File: src/hw/rtl/acb_iir_pkg.sv
`default_nettype none

package acb_iir_pkg;

    // Field and datapath widths.
    localparam int RAW_W      = 16;
    localparam int FIELD_W    = 16;
    localparam int VAL_W      = 20;
    localparam int OPA_W      = 24;
    localparam int OPB_W      = 16;
    localparam int PROD_W     = OPA_W + OPB_W;
    localparam int ACC_W      = PROD_W + 2;
    localparam int CFG_IDX_W  = 3;
    localparam int CFG_DATA_W = 48;
    localparam int FB_W       = 32;

    // Rounding points of the two fixed-point stages.
    localparam int CAL_SHIFT = 8;
    localparam int FLT_SHIFT = 14;

    // Saturation limits of a stored or filtered value.
    localparam logic signed [VAL_W-1:0] VAL_MAX = {1'b0, {(VAL_W-1){1'b1}}};
    localparam logic signed [VAL_W-1:0] VAL_MIN = {1'b1, {(VAL_W-1){1'b0}}};

    // Configuration register indexes.
    localparam logic [CFG_IDX_W-1:0] CFG_CAL_COL_X   = 3'd0;
    localparam logic [CFG_IDX_W-1:0] CFG_CAL_COL_Y   = 3'd1;
    localparam logic [CFG_IDX_W-1:0] CFG_CAL_COL_Z   = 3'd2;
    localparam logic [CFG_IDX_W-1:0] CFG_CAL_OFFSETS = 3'd3;
    localparam logic [CFG_IDX_W-1:0] CFG_FF_COEFFS   = 3'd4;
    localparam logic [CFG_IDX_W-1:0] CFG_FB_COEFFS   = 3'd5;

    // Configuration register values after reset.
    localparam logic [CFG_DATA_W-1:0] RST_CAL_COL_X   = 48'd1049;
    localparam logic [CFG_DATA_W-1:0] RST_CAL_COL_Y   = 48'd68747264;
    localparam logic [CFG_DATA_W-1:0] RST_CAL_COL_Z   = 48'd4505420693504;
    localparam logic [CFG_DATA_W-1:0] RST_CAL_OFFSETS = 48'd281251636314122;
    localparam logic [CFG_DATA_W-1:0] RST_FF_COEFFS   = 48'd15805961866848;
    localparam logic [FB_W-1:0]       RST_FB_COEFFS   = 32'd278915811;

    // Axis codes.
    localparam logic [1:0] AXIS_X = 2'd0;
    localparam logic [1:0] AXIS_Y = 2'd1;
    localparam logic [1:0] AXIS_Z = 2'd2;

    // Product terms of the calibration sum.
    localparam logic [2:0] TRM_RAW_X = 3'd0;
    localparam logic [2:0] TRM_RAW_Y = 3'd1;
    localparam logic [2:0] TRM_RAW_Z = 3'd2;

    // Product terms of the biquad sum.
    localparam logic [2:0] TRM_X0 = 3'd0;
    localparam logic [2:0] TRM_X1 = 3'd1;
    localparam logic [2:0] TRM_X2 = 3'd2;
    localparam logic [2:0] TRM_Y1 = 3'd3;
    localparam logic [2:0] TRM_Y2 = 3'd4;

    localparam logic [2:0] CAL_LAST_TERM = TRM_RAW_Z;
    localparam logic [2:0] FLT_LAST_TERM = TRM_Y2;

    // Sequencer states.
    typedef enum logic [3:0] {
        ST_IDLE,
        ST_CAL_MAC,
        ST_CAL_DRAIN,
        ST_CAL_SAT,
        ST_FLT_READ,
        ST_FLT_MAC,
        ST_FLT_DRAIN,
        ST_FLT_SAT,
        ST_EMIT
    } acb_state_t;

    // Control from the sequencer to the datapath.
    typedef struct packed {
        logic       mac_en;
        logic       mac_first;
        logic       cal_mode;
        logic       cal_write;
        logic       flt_read;
        logic       flt_first;
        logic       flt_update;
        logic       flt_last;
        logic       emit;
        logic [1:0] axis;
        logic [2:0] term;
    } acb_ctrl_t;

endpackage

`default_nettype wire

File: src/hw/rtl/acb_iir_ram.sv
`default_nettype none

module acb_iir_ram #(
    parameter int WIDTH  = 20,
    parameter int DEPTH  = 12,
    parameter int ADDR_W = $clog2(DEPTH)
) (
    input  wire logic              clk,
    input  wire logic              wr_en,
    input  wire logic [ADDR_W-1:0] wr_addr,
    input  wire logic [WIDTH-1:0]  wr_data,
    input  wire logic              rd_en,
    input  wire logic [ADDR_W-1:0] rd_addr,
    output logic      [WIDTH-1:0]  rd_data
);

    logic [WIDTH-1:0] mem [DEPTH];
    logic [WIDTH-1:0] rd_data_reg;

    // One write port and one registered read port.
    always_ff @(posedge clk)
    begin
        if (wr_en)
        begin
            mem[wr_addr] <= wr_data;
        end
        if (rd_en)
        begin
            rd_data_reg <= mem[rd_addr];
        end
    end

    assign rd_data = rd_data_reg;

endmodule

`default_nettype wire

File: src/hw/rtl/acb_iir_mac.sv
`default_nettype none

module acb_iir_mac (
    input  wire logic                                    clk,
    input  wire logic                                    rst_n,
    input  wire acb_iir_pkg::acb_ctrl_t                  ctrl,
    input  wire logic signed [acb_iir_pkg::OPA_W-1:0]    op_a,
    input  wire logic signed [acb_iir_pkg::OPB_W-1:0]    op_b,
    input  wire logic signed [acb_iir_pkg::VAL_W-1:0]    offset,
    output logic      signed [acb_iir_pkg::VAL_W-1:0]    result
);

    localparam int ACC_W = acb_iir_pkg::ACC_W;

    localparam logic signed [ACC_W-1:0] CAL_HALF = ACC_W'(1) << (acb_iir_pkg::CAL_SHIFT - 1);
    localparam logic signed [ACC_W-1:0] FLT_HALF = ACC_W'(1) << (acb_iir_pkg::FLT_SHIFT - 1);
    localparam logic signed [ACC_W-1:0] SAT_HI   = ACC_W'(acb_iir_pkg::VAL_MAX);
    localparam logic signed [ACC_W-1:0] SAT_LO   = ACC_W'(acb_iir_pkg::VAL_MIN);

    logic signed [acb_iir_pkg::PROD_W-1:0] prod_reg;
    logic                                  prod_vld_reg;
    logic                                  first_d_reg;
    logic signed [ACC_W-1:0]               acc_reg;
    logic signed [ACC_W-1:0]               rnd_sum;
    logic signed [ACC_W-1:0]               shifted;
    logic signed [ACC_W-1:0]               with_off;

    // Multiplier stage: one product a cycle while mac_en is set, registered.
    always_ff @(posedge clk)
    begin
        if (ctrl.mac_en)
        begin
            prod_reg <= op_a * op_b;
        end
    end

    // Valid and first-term flags are registered alongside the product.
    always_ff @(posedge clk or negedge rst_n)
    begin
        if (!rst_n)
        begin
            prod_vld_reg <= 1'b0;
            first_d_reg  <= 1'b0;
        end
        else
        begin
            prod_vld_reg <= ctrl.mac_en;
            first_d_reg  <= ctrl.mac_first;
        end
    end

    // Accumulator: the first term of a sum loads, the rest add.
    always_ff @(posedge clk)
    begin
        if (prod_vld_reg)
        begin
            if (first_d_reg)
            begin
                acc_reg <= ACC_W'(prod_reg);
            end
            else
            begin
                acc_reg <= acc_reg + ACC_W'(prod_reg);
            end
        end
    end

    // Round half up, add the offset in calibration, then saturate.
    always_comb
    begin
        if (ctrl.cal_mode)
        begin
            rnd_sum  = acc_reg + CAL_HALF;
            shifted  = rnd_sum >>> acb_iir_pkg::CAL_SHIFT;
            with_off = shifted + ACC_W'(offset);
        end
        else
        begin
            rnd_sum  = acc_reg + FLT_HALF;
            shifted  = rnd_sum >>> acb_iir_pkg::FLT_SHIFT;
            with_off = shifted;
        end

        if (with_off > SAT_HI)
        begin
            result = acb_iir_pkg::VAL_MAX;
        end
        else if (with_off < SAT_LO)
        begin
            result = acb_iir_pkg::VAL_MIN;
        end
        else
        begin
            result = with_off[acb_iir_pkg::VAL_W-1:0];
        end
    end

endmodule

`default_nettype wire

File: src/hw/rtl/acb_iir_seq.sv
`default_nettype none

module acb_iir_seq #(
    parameter int BLOCK_LEN = 4,
    parameter int CNT_W     = $clog2(BLOCK_LEN + 1)
) (
    input  wire logic                    clk,
    input  wire logic                    rst_n,
    input  wire logic                    in_valid,
    output logic                         in_ready,
    input  wire logic                    out_free,
    output acb_iir_pkg::acb_ctrl_t       ctrl,
    output logic      [CNT_W-1:0]        slot,
    output logic      [CNT_W-1:0]        step
);

    localparam logic [CNT_W-1:0] LAST_SLOT = CNT_W'(BLOCK_LEN - 1);

    acb_iir_pkg::acb_state_t state_reg, state_next;
    logic [2:0]       term_reg,  term_next;
    logic [1:0]       axis_reg,  axis_next;
    logic [CNT_W-1:0] count_reg, count_next;
    logic [CNT_W-1:0] step_reg,  step_next;

    // State and counters.
    always_ff @(posedge clk or negedge rst_n)
    begin
        if (!rst_n)
        begin
            state_reg <= acb_iir_pkg::ST_IDLE;
            term_reg  <= '0;
            axis_reg  <= acb_iir_pkg::AXIS_X;
            count_reg <= '0;
            step_reg  <= '0;
        end
        else
        begin
            state_reg <= state_next;
            term_reg  <= term_next;
            axis_reg  <= axis_next;
            count_reg <= count_next;
            step_reg  <= step_next;
        end
    end

    // Next state and counter updates.
    always_comb
    begin
        state_next = state_reg;
        term_next  = term_reg;
        axis_next  = axis_reg;
        count_next = count_reg;
        step_next  = step_reg;
        case (state_reg)
            acb_iir_pkg::ST_IDLE:
            begin
                if (in_valid)
                begin
                    state_next = acb_iir_pkg::ST_CAL_MAC;
                    term_next  = '0;
                    axis_next  = acb_iir_pkg::AXIS_X;
                end
            end
            acb_iir_pkg::ST_CAL_MAC:
            begin
                if (term_reg == acb_iir_pkg::CAL_LAST_TERM)
                begin
                    term_next  = '0;
                    state_next = acb_iir_pkg::ST_CAL_DRAIN;
                end
                else
                begin
                    term_next = term_reg + 3'd1;
                end
            end
            acb_iir_pkg::ST_CAL_DRAIN:
            begin
                state_next = acb_iir_pkg::ST_CAL_SAT;
            end
            acb_iir_pkg::ST_CAL_SAT:
            begin
                if (axis_reg == acb_iir_pkg::AXIS_Z)
                begin
                    axis_next = acb_iir_pkg::AXIS_X;
                    if (count_reg == LAST_SLOT)
                    begin
                        count_next = '0;
                        step_next  = '0;
                        state_next = acb_iir_pkg::ST_FLT_READ;
                    end
                    else
                    begin
                        count_next = count_reg + CNT_W'(1);
                        state_next = acb_iir_pkg::ST_IDLE;
                    end
                end
                else
                begin
                    axis_next  = axis_reg + 2'd1;
                    state_next = acb_iir_pkg::ST_CAL_MAC;
                end
            end
            acb_iir_pkg::ST_FLT_READ:
            begin
                term_next  = '0;
                state_next = acb_iir_pkg::ST_FLT_MAC;
            end
            acb_iir_pkg::ST_FLT_MAC:
            begin
                if (term_reg == acb_iir_pkg::FLT_LAST_TERM)
                begin
                    term_next  = '0;
                    state_next = acb_iir_pkg::ST_FLT_DRAIN;
                end
                else
                begin
                    term_next = term_reg + 3'd1;
                end
            end
            acb_iir_pkg::ST_FLT_DRAIN:
            begin
                state_next = acb_iir_pkg::ST_FLT_SAT;
            end
            acb_iir_pkg::ST_FLT_SAT:
            begin
                if (step_reg == LAST_SLOT)
                begin
                    step_next = '0;
                    if (axis_reg == acb_iir_pkg::AXIS_Z)
                    begin
                        axis_next  = acb_iir_pkg::AXIS_X;
                        state_next = acb_iir_pkg::ST_EMIT;
                    end
                    else
                    begin
                        axis_next  = axis_reg + 2'd1;
                        state_next = acb_iir_pkg::ST_FLT_READ;
                    end
                end
                else
                begin
                    step_next  = step_reg + CNT_W'(1);
                    state_next = acb_iir_pkg::ST_FLT_READ;
                end
            end
            acb_iir_pkg::ST_EMIT:
            begin
                if (out_free)
                begin
                    state_next = acb_iir_pkg::ST_IDLE;
                end
            end
            default:
            begin
                state_next = acb_iir_pkg::ST_IDLE;
            end
        endcase
    end

    // Control outputs decoded from the state.
    always_comb
    begin
        ctrl      = '0;
        ctrl.axis = axis_reg;
        ctrl.term = term_reg;
        in_ready  = 1'b0;
        case (state_reg)
            acb_iir_pkg::ST_IDLE:
            begin
                in_ready = 1'b1;
            end
            acb_iir_pkg::ST_CAL_MAC:
            begin
                ctrl.cal_mode  = 1'b1;
                ctrl.mac_en    = 1'b1;
                ctrl.mac_first = (term_reg == acb_iir_pkg::TRM_RAW_X);
            end
            acb_iir_pkg::ST_CAL_DRAIN:
            begin
                ctrl.cal_mode = 1'b1;
            end
            acb_iir_pkg::ST_CAL_SAT:
            begin
                ctrl.cal_mode  = 1'b1;
                ctrl.cal_write = 1'b1;
            end
            acb_iir_pkg::ST_FLT_READ:
            begin
                ctrl.flt_read  = 1'b1;
                ctrl.flt_first = (step_reg == '0);
            end
            acb_iir_pkg::ST_FLT_MAC:
            begin
                ctrl.mac_en    = 1'b1;
                ctrl.mac_first = (term_reg == acb_iir_pkg::TRM_X0);
            end
            acb_iir_pkg::ST_FLT_DRAIN:
            begin
                ctrl.mac_en = 1'b0;
            end
            acb_iir_pkg::ST_FLT_SAT:
            begin
                ctrl.flt_update = 1'b1;
                ctrl.flt_last   = (step_reg == LAST_SLOT);
            end
            acb_iir_pkg::ST_EMIT:
            begin
                ctrl.emit = out_free;
            end
            default:
            begin
                in_ready = 1'b0;
            end
        endcase
    end

    assign slot = count_reg;
    assign step = step_reg;

    // A calibrated value is only ever written to a slot inside the block.
    a_slot_in_range: assert property (@(posedge clk) disable iff (!rst_n)
        ctrl.cal_write |-> (count_reg <= LAST_SLOT))
        else $error("store slot beyond block length");

    // Once a word is taken, the block is busy with it on the next cycle.
    a_busy_after_accept: assert property (@(posedge clk) disable iff (!rst_n)
        (in_valid && in_ready) |=> !in_ready)
        else $error("input taken again while a sample is in work");

    // The first filter product must use a store read issued just before.
    a_read_before_mac: assert property (@(posedge clk) disable iff (!rst_n)
        (state_reg == acb_iir_pkg::ST_FLT_MAC && term_reg == acb_iir_pkg::TRM_X0)
        |-> ($past(state_reg) == acb_iir_pkg::ST_FLT_READ))
        else $error("filter product started without a fresh store read");

endmodule

`default_nettype wire

File: src/hw/rtl/accel_calibrate_block_iir_unit.sv
`default_nettype none

// Channel   Direction  Handshake              Payload
// cfg       in         cfg_valid / cfg_ready  cfg_index, cfg_data
// in        in         in_valid / in_ready    raw_x, raw_y, raw_z
// out       out        out_valid / out_ready  filtered_x, filtered_y, filtered_z
//
// After acceptance the block calibrates the three axes in turn, each with three products,
// a drain and a saturate, and only then returns to idle to take the next word. The sample
// that completes a block adds, for each step of each axis, a store read, five products, a
// drain and a saturate, and then an emit state that hands the word to the output register.
// Reset is asynchronous; the sample store is not cleared and needs no pass.
// A finished word waits in its register; only a following block result waits for out_ready.

module accel_calibrate_block_iir_unit #(
    parameter int BLOCK_LEN   = 4,
    parameter int SAMPLE_BITS = 16
) (
    input  wire logic                                         clk,
    input  wire logic                                         rst_n,
    input  wire logic                                         cfg_valid,
    output logic                                              cfg_ready,
    input  wire logic        [acb_iir_pkg::CFG_IDX_W-1:0]     cfg_index,
    input  wire logic        [acb_iir_pkg::CFG_DATA_W-1:0]    cfg_data,
    input  wire logic                                         in_valid,
    output logic                                              in_ready,
    input  wire logic signed [acb_iir_pkg::RAW_W-1:0]         raw_x,
    input  wire logic signed [acb_iir_pkg::RAW_W-1:0]         raw_y,
    input  wire logic signed [acb_iir_pkg::RAW_W-1:0]         raw_z,
    output logic                                              out_valid,
    input  wire logic                                         out_ready,
    output logic      signed [acb_iir_pkg::VAL_W-1:0]         filtered_x,
    output logic      signed [acb_iir_pkg::VAL_W-1:0]         filtered_y,
    output logic      signed [acb_iir_pkg::VAL_W-1:0]         filtered_z
);

    localparam int CNT_W     = $clog2(BLOCK_LEN + 1);
    localparam int MEM_DEPTH = 3 * BLOCK_LEN;
    localparam int ADDR_W    = $clog2(MEM_DEPTH);
    localparam int OPA_W     = acb_iir_pkg::OPA_W;
    localparam int VAL_W     = acb_iir_pkg::VAL_W;
    localparam int DATA_W    = acb_iir_pkg::CFG_DATA_W;

    // Sign extension of a raw reading taken as SAMPLE_BITS wide.
    function automatic logic signed [OPA_W-1:0] sext_sample(
        input logic [acb_iir_pkg::RAW_W-1:0] raw
    );
        logic [OPA_W-1:0] ext;
        logic [OPA_W-1:0] res;
        ext = OPA_W'(raw);
        for (int b = 0; b < OPA_W; b++)
        begin
            res[b] = (b < SAMPLE_BITS) ? ext[b] : ext[SAMPLE_BITS-1];
        end
        return res;
    endfunction

    // One signed 16-bit field out of a packed register.
    function automatic logic signed [acb_iir_pkg::FIELD_W-1:0] field16(
        input logic [DATA_W-1:0] r,
        input logic [1:0]        idx
    );
        logic signed [acb_iir_pkg::FIELD_W-1:0] f;
        case (idx)
            2'd0:    f = r[15:0];
            2'd1:    f = r[31:16];
            default: f = r[47:32];
        endcase
        return f;
    endfunction

    logic [DATA_W-1:0]                cal_col_x_reg;
    logic [DATA_W-1:0]                cal_col_y_reg;
    logic [DATA_W-1:0]                cal_col_z_reg;
    logic [DATA_W-1:0]                cal_offsets_reg;
    logic [DATA_W-1:0]                ff_coeffs_reg;
    logic [acb_iir_pkg::FB_W-1:0]     fb_coeffs_reg;

    logic signed [OPA_W-1:0]          samp_x_reg;
    logic signed [OPA_W-1:0]          samp_y_reg;
    logic signed [OPA_W-1:0]          samp_z_reg;

    logic signed [VAL_W-1:0]          x1_reg;
    logic signed [VAL_W-1:0]          x2_reg;
    logic signed [VAL_W-1:0]          y1_reg;
    logic signed [VAL_W-1:0]          y2_reg;
    logic signed [VAL_W-1:0]          res_x_reg;
    logic signed [VAL_W-1:0]          res_y_reg;
    logic signed [VAL_W-1:0]          res_z_reg;

    logic signed [VAL_W-1:0]          filtered_x_reg;
    logic signed [VAL_W-1:0]          filtered_y_reg;
    logic signed [VAL_W-1:0]          filtered_z_reg;
    logic                             out_valid_reg, out_valid_next;

    acb_iir_pkg::acb_ctrl_t           ctrl;
    logic [CNT_W-1:0]                 slot;
    logic [CNT_W-1:0]                 step;
    logic                             out_free;

    logic [ADDR_W-1:0]                axis_base;
    logic [ADDR_W-1:0]                wr_addr;
    logic [ADDR_W-1:0]                rd_addr;
    logic [VAL_W-1:0]                 rd_data;
    logic signed [VAL_W-1:0]          x0;

    logic [DATA_W-1:0]                col_sel;
    logic signed [OPA_W-1:0]          op_a;
    logic signed [acb_iir_pkg::OPB_W-1:0] op_b;
    logic signed [VAL_W-1:0]          offset;
    logic signed [VAL_W-1:0]          mac_result;

    // Configuration writes are always taken.
    assign cfg_ready = 1'b1;

    always_ff @(posedge clk or negedge rst_n)
    begin
        if (!rst_n)
        begin
            cal_col_x_reg   <= acb_iir_pkg::RST_CAL_COL_X;
            cal_col_y_reg   <= acb_iir_pkg::RST_CAL_COL_Y;
            cal_col_z_reg   <= acb_iir_pkg::RST_CAL_COL_Z;
            cal_offsets_reg <= acb_iir_pkg::RST_CAL_OFFSETS;
            ff_coeffs_reg   <= acb_iir_pkg::RST_FF_COEFFS;
            fb_coeffs_reg   <= acb_iir_pkg::RST_FB_COEFFS;
        end
        else if (cfg_valid && cfg_ready)
        begin
            case (cfg_index)
                acb_iir_pkg::CFG_CAL_COL_X:   cal_col_x_reg   <= cfg_data;
                acb_iir_pkg::CFG_CAL_COL_Y:   cal_col_y_reg   <= cfg_data;
                acb_iir_pkg::CFG_CAL_COL_Z:   cal_col_z_reg   <= cfg_data;
                acb_iir_pkg::CFG_CAL_OFFSETS: cal_offsets_reg <= cfg_data;
                acb_iir_pkg::CFG_FF_COEFFS:   ff_coeffs_reg   <= cfg_data;
                acb_iir_pkg::CFG_FB_COEFFS:
                begin
                    fb_coeffs_reg <= cfg_data[acb_iir_pkg::FB_W-1:0];
                end
                default:
                begin
                    fb_coeffs_reg <= fb_coeffs_reg;
                end
            endcase
        end
    end

    // Sequencer.
    acb_iir_seq #(
        .BLOCK_LEN (BLOCK_LEN),
        .CNT_W     (CNT_W)
    ) u_seq (
        .clk      (clk),
        .rst_n    (rst_n),
        .in_valid (in_valid),
        .in_ready (in_ready),
        .out_free (out_free),
        .ctrl     (ctrl),
        .slot     (slot),
        .step     (step)
    );

    // Capture the incoming sample.
    always_ff @(posedge clk)
    begin
        if (in_valid && in_ready)
        begin
            samp_x_reg <= sext_sample(raw_x);
            samp_y_reg <= sext_sample(raw_y);
            samp_z_reg <= sext_sample(raw_z);
        end
    end

    // Sample store: one region of BLOCK_LEN entries per axis.
    assign axis_base = ADDR_W'(ctrl.axis) * ADDR_W'(BLOCK_LEN);
    assign wr_addr   = axis_base + ADDR_W'(slot);
    assign rd_addr   = axis_base + ADDR_W'(step);

    acb_iir_ram #(
        .WIDTH (VAL_W),
        .DEPTH (MEM_DEPTH)
    ) u_store (
        .clk     (clk),
        .wr_en   (ctrl.cal_write),
        .wr_addr (wr_addr),
        .wr_data (mac_result),
        .rd_en   (ctrl.flt_read),
        .rd_addr (rd_addr),
        .rd_data (rd_data)
    );

    assign x0 = rd_data;

    // Operand selection for the shared multiplier.
    always_comb
    begin
        case (ctrl.axis)
            acb_iir_pkg::AXIS_X: col_sel = cal_col_x_reg;
            acb_iir_pkg::AXIS_Y: col_sel = cal_col_y_reg;
            default:             col_sel = cal_col_z_reg;
        endcase

        offset = VAL_W'(field16(cal_offsets_reg, ctrl.axis));

        if (ctrl.cal_mode)
        begin
            op_b = field16(col_sel, ctrl.term[1:0]);
            case (ctrl.term)
                acb_iir_pkg::TRM_RAW_X: op_a = samp_x_reg;
                acb_iir_pkg::TRM_RAW_Y: op_a = samp_y_reg;
                default:                op_a = samp_z_reg;
            endcase
        end
        else
        begin
            case (ctrl.term)
                acb_iir_pkg::TRM_X0:
                begin
                    op_a = OPA_W'(x0);
                    op_b = field16(ff_coeffs_reg, 2'd0);
                end
                acb_iir_pkg::TRM_X1:
                begin
                    op_a = OPA_W'(x1_reg);
                    op_b = field16(ff_coeffs_reg, 2'd1);
                end
                acb_iir_pkg::TRM_X2:
                begin
                    op_a = OPA_W'(x2_reg);
                    op_b = field16(ff_coeffs_reg, 2'd2);
                end
                acb_iir_pkg::TRM_Y1:
                begin
                    op_a = OPA_W'(y1_reg);
                    op_b = field16(DATA_W'(fb_coeffs_reg), 2'd0);
                end
                default:
                begin
                    op_a = OPA_W'(y2_reg);
                    op_b = field16(DATA_W'(fb_coeffs_reg), 2'd1);
                end
            endcase
        end
    end

    // Shared multiply-accumulate, rounding and saturation unit.
    acb_iir_mac u_mac (
        .clk    (clk),
        .rst_n  (rst_n),
        .ctrl   (ctrl),
        .op_a   (op_a),
        .op_b   (op_b),
        .offset (offset),
        .result (mac_result)
    );

    // Filter history: cleared at the start of each axis, shifted each step.
    always_ff @(posedge clk)
    begin
        if (ctrl.flt_read && ctrl.flt_first)
        begin
            x1_reg <= '0;
            x2_reg <= '0;
            y1_reg <= '0;
            y2_reg <= '0;
        end
        else if (ctrl.flt_update)
        begin
            x2_reg <= x1_reg;
            x1_reg <= x0;
            y2_reg <= y1_reg;
            y1_reg <= mac_result;
        end
    end

    // Last filtered value of each axis.
    always_ff @(posedge clk)
    begin
        if (ctrl.flt_update && ctrl.flt_last)
        begin
            case (ctrl.axis)
                acb_iir_pkg::AXIS_X: res_x_reg <= mac_result;
                acb_iir_pkg::AXIS_Y: res_y_reg <= mac_result;
                default:             res_z_reg <= mac_result;
            endcase
        end
    end

    // Output register and its valid flag.
    assign out_free = !out_valid_reg || out_ready;

    always_comb
    begin
        if (ctrl.emit)
        begin
            out_valid_next = 1'b1;
        end
        else if (out_ready)
        begin
            out_valid_next = 1'b0;
        end
        else
        begin
            out_valid_next = out_valid_reg;
        end
    end

    always_ff @(posedge clk or negedge rst_n)
    begin
        if (!rst_n)
        begin
            out_valid_reg <= 1'b0;
        end
        else
        begin
            out_valid_reg <= out_valid_next;
        end
    end

    always_ff @(posedge clk)
    begin
        if (ctrl.emit)
        begin
            filtered_x_reg <= res_x_reg;
            filtered_y_reg <= res_y_reg;
            filtered_z_reg <= res_z_reg;
        end
    end

    assign out_valid  = out_valid_reg;
    assign filtered_x = filtered_x_reg;
    assign filtered_y = filtered_y_reg;
    assign filtered_z = filtered_z_reg;

endmodule

`default_nettype wire

File: config.mk
export PLATFORM = sky130hd
export DESIGN_NAME = accel_calibrate_block_iir_unit
export DESIGN_NICKNAME = d
export VERILOG_FILES = /design/src/hw/rtl/acb_iir_pkg.sv /design/src/hw/rtl/acb_iir_ram.sv /design/src/hw/rtl/acb_iir_mac.sv /design/src/hw/rtl/acb_iir_seq.sv /design/src/hw/rtl/accel_calibrate_block_iir_unit.sv
export SDC_FILE = /design/constraint.sdc
export NUM_CORES = 2
export LEC_CHECK = 0
export BUFFER_PORTS_ARGS = -buffer_cell sky130_fd_sc_hd__buf_2
export CAP_MARGIN = 20
export CORE_AREA = 2 2 299 301
export CTS_CLUSTER_SIZE = 12
export DETAILED_ROUTE_END_ITERATION = 10
export DIE_AREA = 0 0 301 303
export HOLD_SLACK_MARGIN = 0.12
export PLACE_DENSITY_LB_ADDON = 0.08
export SETUP_SLACK_MARGIN = 0.2
export SLEW_MARGIN = 5
export SYNTH_ARGS = -nofsm -noshare
export SYNTH_HDL_FRONTEND = slang
export SYNTH_SLANG_ARGS = --single-unit
File: constraint.sdc
create_clock -name clk -period 12.2 [get_ports clk]
set_input_delay 3.05 -clock clk [delete_from_list [all_inputs] [get_ports clk]]
set_output_delay 3.05 -clock clk [all_outputs]
set_load 0.05 [all_outputs]
==> impl_metrics.json <==
{
  "grt.overflow.total": 0,
  "vias": 36200,
  "routedWlPerCell_um": 23.9,
  "crit_fanout": 17,
  "final_cell_mix": "nand2_1 (549), edfxtp_1 (510), inv_1 (431)",
  "ys.flop_type": "edfxtp_1",
  "route.detailed.drc": 0,
  "syn2layout_area_growth_pct": 10.3,
  "cts_tree": "yes",
  "route.antenna.remaining_nets": 0,
  "coreArea_sq_um": 88000,
  "drv_slew": 0,
  "cts_sinks": 880,
  "via_per_inst": 6.06,
  "yosysSeqAreaShare": 0.462,
  "max_stage_delay_ns": 0.84,
  "cts_setup_buffers": 0,
  "syn-cell-area_sq_um": 52500,
  "yosysUniqueCellTypes": 89,
  "max_freq_mhz": 97.3,
  "hold_viol": 0,
  "ys_top_cells_by_area": "edfxtp_1 (29%), fa_1 (13%), dfrtp_1 (10%)",
  "ys_warn_count": 0,
  "yosys.area.top_type": "edfxtp_1",
  "tightest_slew_ns": 1.09,
  "cp-start-kind": "flip-flop",
  "cts_root_buf": "clkbuf_16",
  "critPathCaptureType": "flip-flop",
  "post_route_cells_drive_above_1_share": 0.183,
  "start_util": 0.597,
  "relSlewSlack": 0.272,
  "ctsLongestPathBuffers": 3,
  "drt-total-wl_um": 143000,
  "drt_iter0_drc": 3592,
  "synth_fp_nets": 5222,
  "worstPathArrival_ns": 10.71,
  "synth-async-reset-ratio": 0.330,
  "clk_latency_ns": 0.70,
  "grt_use_total": 0.321,
  "cp_common_cell": "fa_1",
  "grt_antenna_before_repair": 4,
  "synth.top_cell.area_share": 0.292,
  "nets": 5362,
  "grt_pass1_wl_um": 220000,
  "crit_type": "flip-flop to flip-flop",
  "setup_tns_ns": 0,
  "h-tree-depth": 3,
  "nFillCells": 6784,
  "grt_max_degree": 162,
  "syn_area_per_cell_sq_um": 11.4,
  "worstPathRequired_ns": 12.63,
  "largest-register": "u_store.mem",
  "path_clk_slew_ns": 0.06,
  "io_pins": 167,
  "hpwl_um": 102000,
  "ys_ff_latch": 880,
  "port_buffers": 165,
  "slowest_stage": "nor2_2",
  "setup_viol": 0,
  "multiInputGateArea_sq_um": 25900,
  "die_w_um": 301,
  "synth_cells": 4600,
  "num_rows": 109,
  "cts-buffers-inserted": 92,
  "seq_area_sq_um": 24300,
  "min_path_type": "flip-flop to flip-flop",
  "cap_violations": 0,
  "finalCritPeriodShare": 0.842,
  "cts_resized": 0,
  "die_h_um": 303,
  "skew_ns": 0.0412,
  "cts_hold_buffers": 0,
  "rsz0062_at_grt": "false",
  "synth_edf_count": 510,
  "first_pass_iters": 6,
  "largest_register_ffs": 240,
  "gp_congestion": 0.988,
  "layout_commonest_cell": "nand2_1",
  "grt_pass1_vias": 36100,
  "status": "complete, no violations",
  "layout_min_cycle_time_ns": 10.28,
  "die-area_sq_um": 91200
}
==> critical path: cells and delay by family, from the launching register on <==
family                   cells  cell delay (ns)
adder cells (fa/ha/maj)      8             3.47
AND/OR/NAND/NOR             10             3.07
AO/OA/AOI/OAI                5             2.03
buffers and inverters        6             0.70
flip-flops                   1             0.57
XOR/XNOR                     1             0.14
==> kinds of logic after synthesis <==
kind of cell | count (synthesis) | share of synthesized area
compound gates | 791 | 0.0924
xor+xnor | 150 | 0.0250
fa+ha+maj | 518 | 0.171
buf+inv | 648 | 0.0470
flops | 880 | 0.462
mux | 427 | 0.102
other cells | 1 | 0.0000714
simple gates | 1185 | 0.0995
==> per-layer routing <==
metal / vias to the layer above / global-route usage / part of all wire
li1: 16200 / - / -
met3: 270 / 0.0522 / 0.075
met5: - / 0 / 0.000070
met4: 2 / 0.116 / 0.040
met2: 1398 / 0.508 / 0.46
met1: 18300 / 0.453 / 0.42
==> per-stage QoR <==
step,setup slack [ns],util,hold WS (ns),cell area [sq um],instances
after global placement,2.18,0.623,0.401,54800,5804
after detailed placement,1.98,0.623,0.405,54800,5806
after global routing,1.36,0.658,0.423,57900,5970
after CTS,1.95,0.657,0.417,57800,5964
after floorplan,3.61,-,0.400,52500,4600
final,1.92,0.658,0.415,57900,5970
==> synth_stat cells, types with 31 or more instances <==
cell,number
nand2_1,550
edfxtp_1,510
inv_1,432
fa_1,335
nor2_1,297
mux2_2,275
a21oi_1,232
o21ai_0,221
dfrtp_1,216
ha_1,183
clkbuf_1,166
nand3_1,95
mux2i_1,92
xnor2_1,91
a22oi_1,86
dfxtp_1,80
dfstp_2,74
mux4_2,60
xor2_1,59
a21o_1,41
buf_1,40
and2_1,34
nand4_1,34
nor3_1,33
nor2b_1,31
==> cell type report <==
cell class / instances / share of cell area
Multi-Input combinational cell: 3072 / 0.448
Sequential cell: 880 / 0.420
Clock buffer: 134 / 0.0451
Inverter: 432 / 0.0280
Timing Repair Buffer: 262 / 0.0278
Tap cell: 1165 / 0.0252
Clock inverter: 24 / 0.00616
Antenna cell: 1 / 0.0000432
==> worst paths after layout <==
kind	start	end	slack, ns	cells after the start
max in group asynchronous	rst_n	u_mac.first_d_reg	8.21	2
max	u_seq.term_reg[2]	u_mac.prod_reg[37]	1.92	30
min	res_y_reg[18]	filtered_y[18]	0.41	0
min reg2reg	res_y_reg[18]	filtered_y[18]	0.41	0
min in group asynchronous	rst_n	cal_col_y_reg[8]	2.50	1
max reg2reg	u_seq.term_reg[2]	u_mac.prod_reg[37]	1.92	30
Power is not shown: default switching activity piles up to over one toggle a cycle in this logic, so the estimate is an artifact.
